`config.mk`:
```
export PLATFORM = sky130hd
export DESIGN_NAME = segment_lcd_serial_writer_unit
export DESIGN_NICKNAME = d
export VERILOG_FILES = /design/src/rtl/slw_pkg.sv /design/src/rtl/slw_shifter.sv /design/src/rtl/slw_seq.sv /design/src/rtl/segment_lcd_serial_writer_unit.sv
export SDC_FILE = /design/constraint.sdc
export NUM_CORES = 1
export LEC_CHECK = 0
export BUFFER_PORTS_ARGS = -buffer_cell sky130_fd_sc_hd__buf_2
export CORE_MARGIN = 4
export CORE_UTILIZATION = 58
export DETAILED_ROUTE_END_ITERATION = 8
export PLACE_DENSITY_LB_ADDON = 0.3
export SLEW_MARGIN = 20
export SYNTH_ARGS = -nofsm -noshare
export SYNTH_HDL_FRONTEND = slang
export SYNTH_HIERARCHICAL = 1
export SYNTH_SLANG_ARGS = --single-unit
```
`constraint.sdc`:
```
create_clock -name clk -period 2.6 [get_ports clk]
set_input_delay 0.39 -clock clk [delete_from_list [all_inputs] [get_ports clk]]
set_output_delay 0.39 -clock clk [all_outputs]
set_load 0.02 [all_outputs]
```
`src/rtl/slw_pkg.sv`:
```
`timescale 1ns / 1ps

package slw_pkg;

    localparam int BYTES_PER_FRAME = 16;
    localparam int BYTE_CNT_W = 5;
    localparam int SLOT_W = 17;
    localparam int SLOT_CNT_W = 5;

    localparam logic [2:0] HDR_COMMAND = 3'b100;
    localparam logic [2:0] HDR_WRITE = 3'b101;

    localparam logic KIND_COMMAND = 1'b0;
    localparam logic KIND_DISPLAY = 1'b1;

    localparam logic [SLOT_CNT_W-1:0] SLOTS_REJECT = 5'd1;
    localparam logic [SLOT_CNT_W-1:0] SLOTS_COMMAND = 5'd12;
    localparam logic [SLOT_CNT_W-1:0] SLOTS_OPEN = 5'd17;
    localparam logic [SLOT_CNT_W-1:0] SLOTS_BYTE = 5'd8;

    typedef struct packed {
        logic       kind;
        logic       chip;
        logic [7:0] value;
    } req_item_t;

    typedef struct packed {
        logic cs_first_n;
        logic cs_second_n;
        logic data_bit;
        logic frame_end;
        logic rejected;
        logic last;
    } slot_item_t;

    typedef struct packed {
        logic load;
        logic shift;
    } shift_ctrl_t;

    typedef enum logic {
        ST_IDLE,
        ST_SHIFT
    } slw_state_t;

endpackage

```
`src/rtl/slw_shifter.sv`:
```
`timescale 1ns / 1ps

module slw_shifter
    import slw_pkg::*;
(
    input  logic              clk,
    input  shift_ctrl_t       ctrl,
    input  logic [SLOT_W-1:0] load_word,
    output logic              msb
);

    logic [SLOT_W-1:0] word_reg;
    logic [SLOT_W-1:0] word_next;

    always_comb
    begin
        word_next = word_reg;
        if (ctrl.load)
        begin
            word_next = load_word;
        end
        else if (ctrl.shift)
        begin
            word_next = {word_reg[SLOT_W-2:0], 1'b0};
        end
    end

    always_ff @(posedge clk)
    begin
        word_reg <= word_next;
    end

    assign msb = word_reg[SLOT_W-1];

endmodule

```
`src/rtl/slw_seq.sv`:
```
`timescale 1ns / 1ps

module slw_seq
    import slw_pkg::*;
(
    input  logic              clk,
    input  logic              rst_n,
    input  logic              req_valid,
    output logic              req_stall,
    input  req_item_t         req,
    output logic              slot_valid,
    input  logic              slot_stall,
    output slot_item_t        slot,
    output shift_ctrl_t       ctrl,
    output logic [SLOT_W-1:0] load_word,
    input  logic              msb
);

    slw_state_t            state_reg, state_next;
    logic [SLOT_CNT_W-1:0] cnt_reg, cnt_next;
    logic                  frame_open_reg, frame_open_next;
    logic                  frame_chip_reg, frame_chip_next;
    logic [BYTE_CNT_W-1:0] bytes_sent_reg, bytes_sent_next;
    logic                  chip_reg, chip_next;
    logic                  fend_reg, fend_next;
    logic                  rej_reg, rej_next;
    logic                  out_valid_reg, out_valid_next;
    slot_item_t            out_reg, out_next;
    logic                  accept;
    logic                  emit;
    logic                  final_slot;
    logic [BYTE_CNT_W:0]   bytes_inc;

    assign req_stall = (state_reg != ST_IDLE);
    assign accept = req_valid && !req_stall;
    assign emit = (state_reg == ST_SHIFT) && (!out_valid_reg || !slot_stall);
    assign final_slot = (cnt_reg == SLOT_CNT_W'(1));
    assign bytes_inc = {1'b0, bytes_sent_reg} + (BYTE_CNT_W+1)'(1);

    always_comb
    begin
        state_next = state_reg;
        cnt_next = cnt_reg;
        frame_open_next = frame_open_reg;
        frame_chip_next = frame_chip_reg;
        bytes_sent_next = bytes_sent_reg;
        chip_next = chip_reg;
        fend_next = fend_reg;
        rej_next = rej_reg;
        out_valid_next = out_valid_reg && slot_stall;
        out_next = out_reg;
        ctrl = '0;
        load_word = '0;
        unique case (state_reg)
            ST_IDLE:
            begin
                if (accept)
                begin
                    ctrl.load = 1'b1;
                    state_next = ST_SHIFT;
                    rej_next = 1'b0;
                    fend_next = 1'b0;
                    if (req.kind == KIND_COMMAND)
                    begin
                        if (frame_open_reg)
                        begin
                            cnt_next = SLOTS_REJECT;
                            rej_next = 1'b1;
                            chip_next = frame_chip_reg;
                        end
                        else
                        begin
                            load_word = {HDR_COMMAND, req.value, req.value[0], 5'b0};
                            cnt_next = SLOTS_COMMAND;
                            fend_next = 1'b1;
                            chip_next = req.chip;
                        end
                    end
                    else
                    begin
                        if (frame_open_reg)
                        begin
                            load_word = {req.value, 9'b0};
                            cnt_next = SLOTS_BYTE;
                            chip_next = frame_chip_reg;
                        end
                        else
                        begin
                            load_word = {HDR_WRITE, 6'b0, req.value};
                            cnt_next = SLOTS_OPEN;
                            chip_next = req.chip;
                            frame_chip_next = req.chip;
                        end
                        if (frame_open_reg
                            && bytes_inc >= (BYTE_CNT_W+1)'(BYTES_PER_FRAME)
                            || !frame_open_reg && BYTES_PER_FRAME == 1)
                        begin
                            fend_next = 1'b1;
                            frame_open_next = 1'b0;
                            bytes_sent_next = '0;
                        end
                        else
                        begin
                            frame_open_next = 1'b1;
                            bytes_sent_next = frame_open_reg ? bytes_inc[BYTE_CNT_W-1:0]
                                                             : BYTE_CNT_W'(1);
                        end
                    end
                end
            end
            ST_SHIFT:
            begin
                if (emit)
                begin
                    ctrl.shift = 1'b1;
                    out_valid_next = 1'b1;
                    out_next.cs_first_n = chip_reg;
                    out_next.cs_second_n = ~chip_reg;
                    out_next.data_bit = msb;
                    out_next.frame_end = fend_reg && final_slot;
                    out_next.rejected = rej_reg;
                    out_next.last = final_slot;
                    cnt_next = cnt_reg - SLOT_CNT_W'(1);
                    if (final_slot)
                    begin
                        state_next = ST_IDLE;
                    end
                end
            end
            default:
            begin
                state_next = ST_IDLE;
            end
        endcase
    end

    always_ff @(posedge clk or negedge rst_n)
    begin
        if (!rst_n)
        begin
            state_reg <= ST_IDLE;
            cnt_reg <= '0;
            frame_open_reg <= 1'b0;
            frame_chip_reg <= 1'b0;
            bytes_sent_reg <= '0;
            out_valid_reg <= 1'b0;
        end
        else
        begin
            state_reg <= state_next;
            cnt_reg <= cnt_next;
            frame_open_reg <= frame_open_next;
            frame_chip_reg <= frame_chip_next;
            bytes_sent_reg <= bytes_sent_next;
            out_valid_reg <= out_valid_next;
        end
    end

    always_ff @(posedge clk)
    begin
        chip_reg <= chip_next;
        fend_reg <= fend_next;
        rej_reg <= rej_next;
        out_reg <= out_next;
    end

    assign slot_valid = out_valid_reg;
    assign slot = out_reg;

    assert property (@(posedge clk) disable iff (!rst_n)
        slot_valid && slot.rejected |-> slot.last && !slot.data_bit)
        else $error("A rejected item must be a single zero slot.");

    assert property (@(posedge clk) disable iff (!rst_n)
        slot_valid && slot.frame_end |-> slot.last && !slot.rejected)
        else $error("A frame end must close the item.");

    assert property (@(posedge clk) disable iff (!rst_n)
        state_reg == ST_IDLE |-> cnt_reg == '0)
        else $error("Slot counter must be empty while idle.");

    assert property (@(posedge clk) disable iff (!rst_n)
        emit && final_slot |=> state_reg == ST_IDLE)
        else $error("Sequencer must return to idle after the final slot.");

endmodule

```
`src/rtl/segment_lcd_serial_writer_unit.sv`:
```
`timescale 1ns / 1ps

// Each item is loaded into the shift register and sent as bit slots: 1 slot for a
// rejected command, 12 for a command, 17 for the byte that opens a frame, 8 otherwise.
// Each slot is registered before it appears; the single shift register emits one slot
// per cycle while slot_stall is low, and the next item is taken after the last slot.
// Reset is asynchronous and active low; it closes any open frame and empties the output.
module segment_lcd_serial_writer_unit
    import slw_pkg::*;
(
    input  logic       clk,
    input  logic       rst_n,
    input  logic       req_valid,
    output logic       req_stall,
    input  req_item_t  req,
    output logic       slot_valid,
    input  logic       slot_stall,
    output slot_item_t slot
);

    shift_ctrl_t       ctrl;
    logic [SLOT_W-1:0] load_word;
    logic              msb;

    slw_seq u_seq (
        .clk        (clk),
        .rst_n      (rst_n),
        .req_valid  (req_valid),
        .req_stall  (req_stall),
        .req        (req),
        .slot_valid (slot_valid),
        .slot_stall (slot_stall),
        .slot       (slot),
        .ctrl       (ctrl),
        .load_word  (load_word),
        .msb        (msb)
    );

    slw_shifter u_shifter (
        .clk       (clk),
        .ctrl      (ctrl),
        .load_word (load_word),
        .msb       (msb)
    );

endmodule
```
==> results of run 1 <==
-- path summary, 6_finish.rpt --
path	cells past startpoint	slack [ns]	endpoint	start
hold reg to reg	0	0.43	u_seq/slot[3]	u_shifter/word_reg[16]
min in group asynchronous	2	0.46	u_seq/slot_valid	rst_n
setup reg to reg	4	0.52	u_shifter/word_reg[12]	u_seq/req_stall
hold / removal	3	0.35	u_seq/slot_valid	slot_stall
max in group asynchronous	2	1.89	u_seq/frame_open_reg	rst_n
setup / recovery	4	0.52	u_shifter/word_reg[12]	u_seq/req_stall
-- layout make-up --
| class | count | share of cell area (%) |
|---|---|---|
| Clock buffer | 6 | 1.82 |
| Sequential cell | 40 | 49.8 |
| Timing Repair Buffer | 24 | 5.73 |
| Inverter | 8 | 1.32 |
| Clock inverter | 2 | 1.54 |
| Multi-Input combinational cell | 110 | 37.2 |
| Tap cell | 46 | 2.53 |
-- power by group --
part / internal (mW) / switching (mW)
clock network: 0.202 / 0.202
logic: 0.274 / 0.313
registers: 0.907 / 0.128
-- through the flow --
stage | instances | instance area, um^2 | setup slack, ns | hold WS, ns | utilization [%]
6_report | 236 | 2270 | 0.515 | 0.348 | 67.0
5_1_grt | 236 | 2270 | 0.389 | 0.359 | 67.0
4_1_cts | 236 | 2270 | 0.520 | 0.339 | 67.0
3_5_place_dp | 227 | 2180 | 0.539 | 0.306 | 64.5
3_3_place_gp | 227 | 2180 | 0.635 | 0.300 | 64.5
2_1_floorplan | 164 | 2060 | 0.591 | 0.0944 | -
-- cells by family after synthesis --
group                      Yosys count  share of synthesized area [%]
xor gates and xnor gates             2                          0.849
adders and majority gates            5                           3.03
and+or+nand+nor                     50                           14.4
muxes                               19                           11.8
AOI/OAI and AO/OA                   34                           11.0
DFF                                 40                           54.8
buffers and inverters               14                           4.18
-- Yosys cell counts, types with 3 or more instances --
master / instances / share of area [%]
nor2_1: 13 / 2.4
a211oi_1: 5 / 1.8
a21oi_1: 9 / 2.2
ha_1: 5 / 3.0
nand2_1: 6 / 1.1
mux2_2: 10 / 5.5
mux2_4: 8 / 5.8
edfxtp_1: 26 / 38
o21ai_0: 3 / 0.73
and2_1: 8 / 2.4
dfrtp_1: 14 / 17
nand3_1: 4 / 0.97
inv_1: 7 / 1.3
a22oi_1: 5 / 1.8
and3_1: 4 / 1.2
-- routing by layer --
metal | wire [um] | share of wire [%] | vias to the layer above | GRT usage (%)
met5 | 0 | 0 | - | 0
met2 | 2010 | 52 | 38 | 33.0
met3 | 174 | 4.5 | 5 | 5.49
met1 | 1640 | 42 | 646 | 24.5
met4 | 57 | 1.5 | 0 | 7.59
li1 | - | - | 653 | -
-- worst max-delay path, cell delays in order (launching register included) --
cell      delay, ns
dfrtp_1        0.48
nand2b_4       0.25
inv_1          0.49
buf_4          0.31
mux2_4         0.32
==> results.md, run 1 <==
* Outcome: finished, final reports clean
* Total routed wirelength at about 4 mm
* Antenna viol nets, final at 0
* Yosys warns at 6
* Max-cap violations at 0
* Ant. Diodes at 0
* Clk slew on worst S/H paths at roughly 0.11 ns
* I/O Pins at 22
* Core Box Area at 3390 um^2
* Post-synthesis instance total at 164
* Synth unique cells at 44
* Ys async rst share at between 30% and 40%
* Clock Tree Root: clkbuf_4
* DP Wirelength at about 2.9 mm
* CTS Sinks at 40
* FF/Latch Area at between 1000 and 1500 um^2
* Fin crit period at around 2.1 ns
* Relative slew slack at about three fifths
* CTS H-Tree Depth at 2
* Port bufs at 21
* Max reg flops at 17
* Wire per inst at approximately 16 um
* Hold buffer count at cts at 1
* First-pass GRT wire length at ~6.5 mm
* Fmax at between 0.4 and 0.5 GHz
* Endpoints failing setup at 0
* CP Class: register to register
* Vias in the first global route at roughly 1,300
* Min-Delay Path Class: primary input to register
* CTS max path bufs at 2
* Post-CTS setup repair buffer count at 0
* Synthesized Nets at around 180
* Drt initial violations at 97
* Tcrit/Tclk final at between 80% and 90%
* CTS buffer count at 5
* Critical Path RT at between 2 and 3 ns
* Worst setup SP type: register
* Post-Syn Area at roughly 2100 um^2
* Via density at 5.69
* Static Leak at roughly 0.96 nW
* Drt first pass iters at 4
* Worst Setup End Kind: register
* Layout area overhead at 10.1%
* Commonest non-fill, non-tap cells in the layout: edfxtp_1, buf_2, dfrtp_1
* Nets@finish at ~210
* Total gr overflow at 0
* Slew @ Worst Pin at 0.613 ns
* RSZ-0062 raised after global routing: false
* Maximum fanout along the worst path at 18
* Slew Limit Fails at 0
* GR Util All Layers at between 15 and 20%
* Clock Skew at 0.00493 ns
* Multi-input gate area at 846 um^2
* Number of cell rows at 21
* Final hold violations at 0
* Final Power at ~2.0 mW
* Post-synth EDFFs at 26
* Worst EP arrival at 2.20 ns
* Setup_tns at 0 ns
* Yosys reg bits at 40
* Total number of vias at roughly 1,300
* Sequential area share after synthesis at a little over half
* Layout cells sized above 1 at 31.1%
* # DRC at 0
* DIE AREA at approximately 4600 um^2
* Initial Utilization at between 60% and 70%
* Pwr dens at just under 900 nW/um^2
* Die height at ~68 um
* CTS tree: built
* Die X at between 60 and 70 um
* Initial antenna violation count at 0
* # resized after CTS at 0
* Most common cell after layout, fill and taps aside: edfxtp_1
* Post-synth top flop: edfxtp_1
* Peak supply drop at 0.000558 V
* Syn_area_per_cell at between 10 and 15 um^2
* Worst skew pair latency at 0.35 ns
* Largest net degree at the start of global routing at 19
* GPL Wtd Cong at 0.979
* Fillers at 257
Power figures use the tool's default switching activity.
==> inputs of run 2 (changes only) <==
--- a/config.mk
+++ b/config.mk
@@ -5,9 +5,10 @@
 export SDC_FILE = /design/constraint.sdc
 export NUM_CORES = 1
 export LEC_CHECK = 0
+export ABC_AREA = 1
 export BUFFER_PORTS_ARGS = -buffer_cell sky130_fd_sc_hd__buf_2
 export CORE_MARGIN = 4
-export CORE_UTILIZATION = 58
+export CORE_UTILIZATION = 52
 export DETAILED_ROUTE_END_ITERATION = 8
 export PLACE_DENSITY_LB_ADDON = 0.3
 export SLEW_MARGIN = 20
==> constraint.sdc (replaced) <==
create_clock -name clk -period 1.7 [get_ports clk]
set_input_delay 0.255 -clock clk [delete_from_list [all_inputs] [get_ports clk]]
set_output_delay 0.255 -clock clk [all_outputs]
set_load 0.02 [all_outputs]
==> results.md, run 2 <==
* Total routed wirelength at 3.93 mm (+1.1%)
* Synth area leaders: edfxtp_1, dfrtp_1, nand2_1, inv_1, nor2_1
* Fin crit period at 1.54 ns (-0.543 ns)
* Maximum fanout along the worst path at 17 (-1)
* Min-Delay Path Class: primary input to register
* Worst path slowest cell: or2_2
* Post-synth top flop: edfxtp_1
* Relative slew slack at 74.0% (+15 points)
* Pre-CTS WS at 0.177 ns (-0.362 ns)
* Worst setup SP type: register
* RSZ-0062 raised after global routing: false
* Yosys warns at 6 (unchanged)
* Tcrit/Tclk final at 90.7% (+10 points)
* GPL Wtd Cong at 0.904 (-7.7%)
* Sw power at 1.32 mW (+110%)
* Endpoints failing setup at 0 (unchanged)
* Syn_area_per_cell at 8.89 um^2 (-29%)
* Number of cell rows at 22 (+4.8%)
* Die height at 70.9 um (+4.7%)
* Post-synth top area cell: edfxtp_1
* Sequential fraction of design power at 44.7% (-6.4 points)
* Clock Skew at 0.00515 ns (+0.000218 ns)
* Clk slew on worst S/H paths at 0.07 ns (-0.04 ns)
* Post-Layout Cell Count at 310 (+31%)
* Ys async rst share at 35.0% (unchanged)
* Initial Utilization at 54.9% (-6.0 points)
* Layout area overhead at 14.6%
* Die X at 70.9 um (+4.7%)
* Pwr dens at 1660 nW/um^2 (+86%)
* Initial antenna violation count at 0 (unchanged)
* Static Leak at 1.14 nW (+19%)
* DP Wirelength at 2.85 mm (-1.0%)
* Critical Path RT at 1.70 ns (-1.01 ns)
* Slew @ Worst Pin at 0.390 ns (-0.222 ns)
* Final Instance Area at 2350 um^2 (+3.6%)
* CTS H-Tree Depth at 2 (unchanged)
* Drt first pass iters at 4 (unchanged)
* # DRC at 0 (unchanged)
* Clock share of power at 23.4% (+3.5 points)
* Final core utilization at 62.9% (-4.1 points)
* Clock Tree Root: clkbuf_8
* Combinational Power Share at 31.9% (+2.9 points)
* Fmax at 0.649 GHz (+35%)
* Total gr overflow at 0 (unchanged)
* Fillers at 328 (+28%)
* Port bufs at 21 (unchanged)
* Final hold violations at 0 (unchanged)
* First-pass GRT wire length at 6.68 mm (+2.8%)
* Most common cell after layout, fill and taps aside: nand2_1
* Outcome: finished, final reports clean
* CP Class: register to register
* Worst skew pair latency at 0.29 ns (-0.06 ns)
* Post-synth EDFFs at 26 (unchanged)
* CTS Sinks at 40 (unchanged)
* GR Util All Layers at 16.8% (-3.1 points)
* Most numerous cell in the Yosys netlist: nand2_1
* DIE AREA at 5020 um^2 (+9.7%)
* Slew Limit Fails at 0 (unchanged)
* Hold_ws at 0.251 ns (-0.0967 ns)
* Via density at 5.10 (-10%)
* Synthesized Nets at 250 (+37%)
* Setup_tns at 0 ns (unchanged)
* Core Box Area at 3740 um^2 (+10%)
* Crit-path max cell delay at 0.48 ns (about the same)
* CTS max path bufs at 2 (unchanged)
* Worst EP arrival at 1.54 ns (-0.66 ns)
* Commonest non-fill, non-tap cells in the layout: nand2_1, edfxtp_1, buf_2, inv_1, nor2_1
* Total number of vias at 1,582 (+18%)
* Antenna viol nets, final at 0 (unchanged)
* Peak supply drop at 0.000723 V (+30%)
* Wire per inst at 12.7 um (-23%)
* Max reg flops at 17 (unchanged)
* Sw Share at 33.9% (+2.1 points)
* Post-synth top area share at 38.0% (+0.16 points)
* Yosys reg bits at 40 (unchanged)
* Nets@finish at 280 (+35%)
* Vias in the first global route at 1,445 (+7.4%)
* Internal power at 2.58 mW (+87%)
* Drt initial violations at 144 (+48%)
* Sequential area share after synthesis at 55.1% (+0.23 points)
* Crit-path cells: inv_2, nand2_4, inv_1, or2_2
* Synth unique cells at 27 (-39%)
* Synth top cells by count: nand2_1, edfxtp_1, inv_1, nor2_1
* CTS buffer count at 5 (unchanged)
* I/O Pins at 22 (unchanged)
* Placed Instances at 301 (+33%)
* Post-synthesis instance total at 231 (+41%)
* Final Power at 3.90 mW (+93%)
* Setup ws final at 0.158 ns (-0.357 ns)
* Ant. Diodes at 0 (unchanged)
* Worst Setup End Kind: register
* CTS tree: built
* Post-DP Area at 2210 um^2 (+1.2%)
* Layout cells sized above 1 at 20.2% (-11 points)
* Post-Syn Area at 2050 um^2 (-0.42%)
* Max-cap violations at 0 (unchanged)
* Largest net degree at the start of global routing at 18 (-1)
## run 2: cell count changes after synthesis, moves of 4 or more
cell / previous run / this run
and3_1: 4 / 0
a21oi_1: 9 / 14
a211oi_1: 5 / 0
inv_1: 7 / 21
nand2_1: 6 / 83
o21ai_0: 3 / 9
and2_1: 8 / 0
nand2_2: 1 / 6
nor2_1: 13 / 20
a22oi_1: 5 / 1
mux2_4: 8 / 0
mux2_2: 10 / 0
nand3_1: 4 / 9
## run 2: final timing paths
check | from | endpoint | slack [ns] | depth (start not counted)
worst max-delay path | u_seq/req_stall | u_shifter/word_reg[12] | 0.16 | 4
worst min-delay path | slot_stall | u_seq/slot_valid | 0.25 | 3
worst max register to register | u_seq/req_stall | u_shifter/word_reg[12] | 0.16 | 4
worst min register to register | u_shifter/word_reg[16] | u_seq/slot[3] | 0.43 | 0
max in group asynchronous | rst_n | u_seq/req_stall | 1.05 | 2
min in group asynchronous | rst_n | u_seq/cnt_reg[3] | 0.39 | 2
## run 2: layout make-up
cell class / count / area [um^2] / area share [%]
Clock buffer: 6 / 72.6 / 3.08
Clock inverter: 2 / 60.1 / 2.55
Inverter: 27 / 113 / 4.78
Multi-Input combinational cell: 160 / 763 / 32.4
Sequential cell: 40 / 1130 / 48.1
Tap cell: 48 / 60.1 / 2.55
Timing Repair Buffer: 27 / 153 / 6.49
## run 2: critical path, delay by kind of cell, from the launching register on
kind,cells,cell delay (ns)
simple gates,2,0.60
flops,1,0.46
buf+inv,2,0.17
## run 2: power groups by stage
| stage | clock (mW) | combinational [mW] | sequential, mW |
|---|---|---|---|
| final | 0.912 | 1.25 | 1.75 |
| after global routing | 0.966 | 1.40 | 1.79 |
| after CTS | 0.930 | 1.25 | 1.75 |
| after detailed placement | 0 | 1.24 | 1.77 |
| after global placement | 0 | 1.21 | 1.76 |
| after floorplan | 0 | 0.845 | 1.82 |
## run 2: repair_timing
action	in CTS	in global routing
resized for setup	0	0
endpoints found under the hold margin	14	0
endpoints found under the setup margin	0	0
buffers inserted	0	0
hold buffers	1	0
## run 2: logic make-up (layout without fill, tap and decap cells)
kind of cell / after synthesis / count (layout) / share of synthesized area, %
flip-flops: 40 / 40 / 55.1
XOR/XNOR: 1 / 1 / 0.426
adder cells (fa/ha/maj): 5 / 5 / 3.05
AO/OA/AOI/OAI: 30 / 30 / 7.67
buffers and inverters: 31 / 62 / 7.80
AND/OR/NAND/NOR: 124 / 124 / 26.0
## run 2: metal layers
metal,track usage [%],vias to the layer above,part of all wire [%]
li1,-,803,-
met1,23.8,723,48
met2,24.8,45,45
met3,4.26,11,5.0
met4,6.89,0,2.1
met5,0,-,0
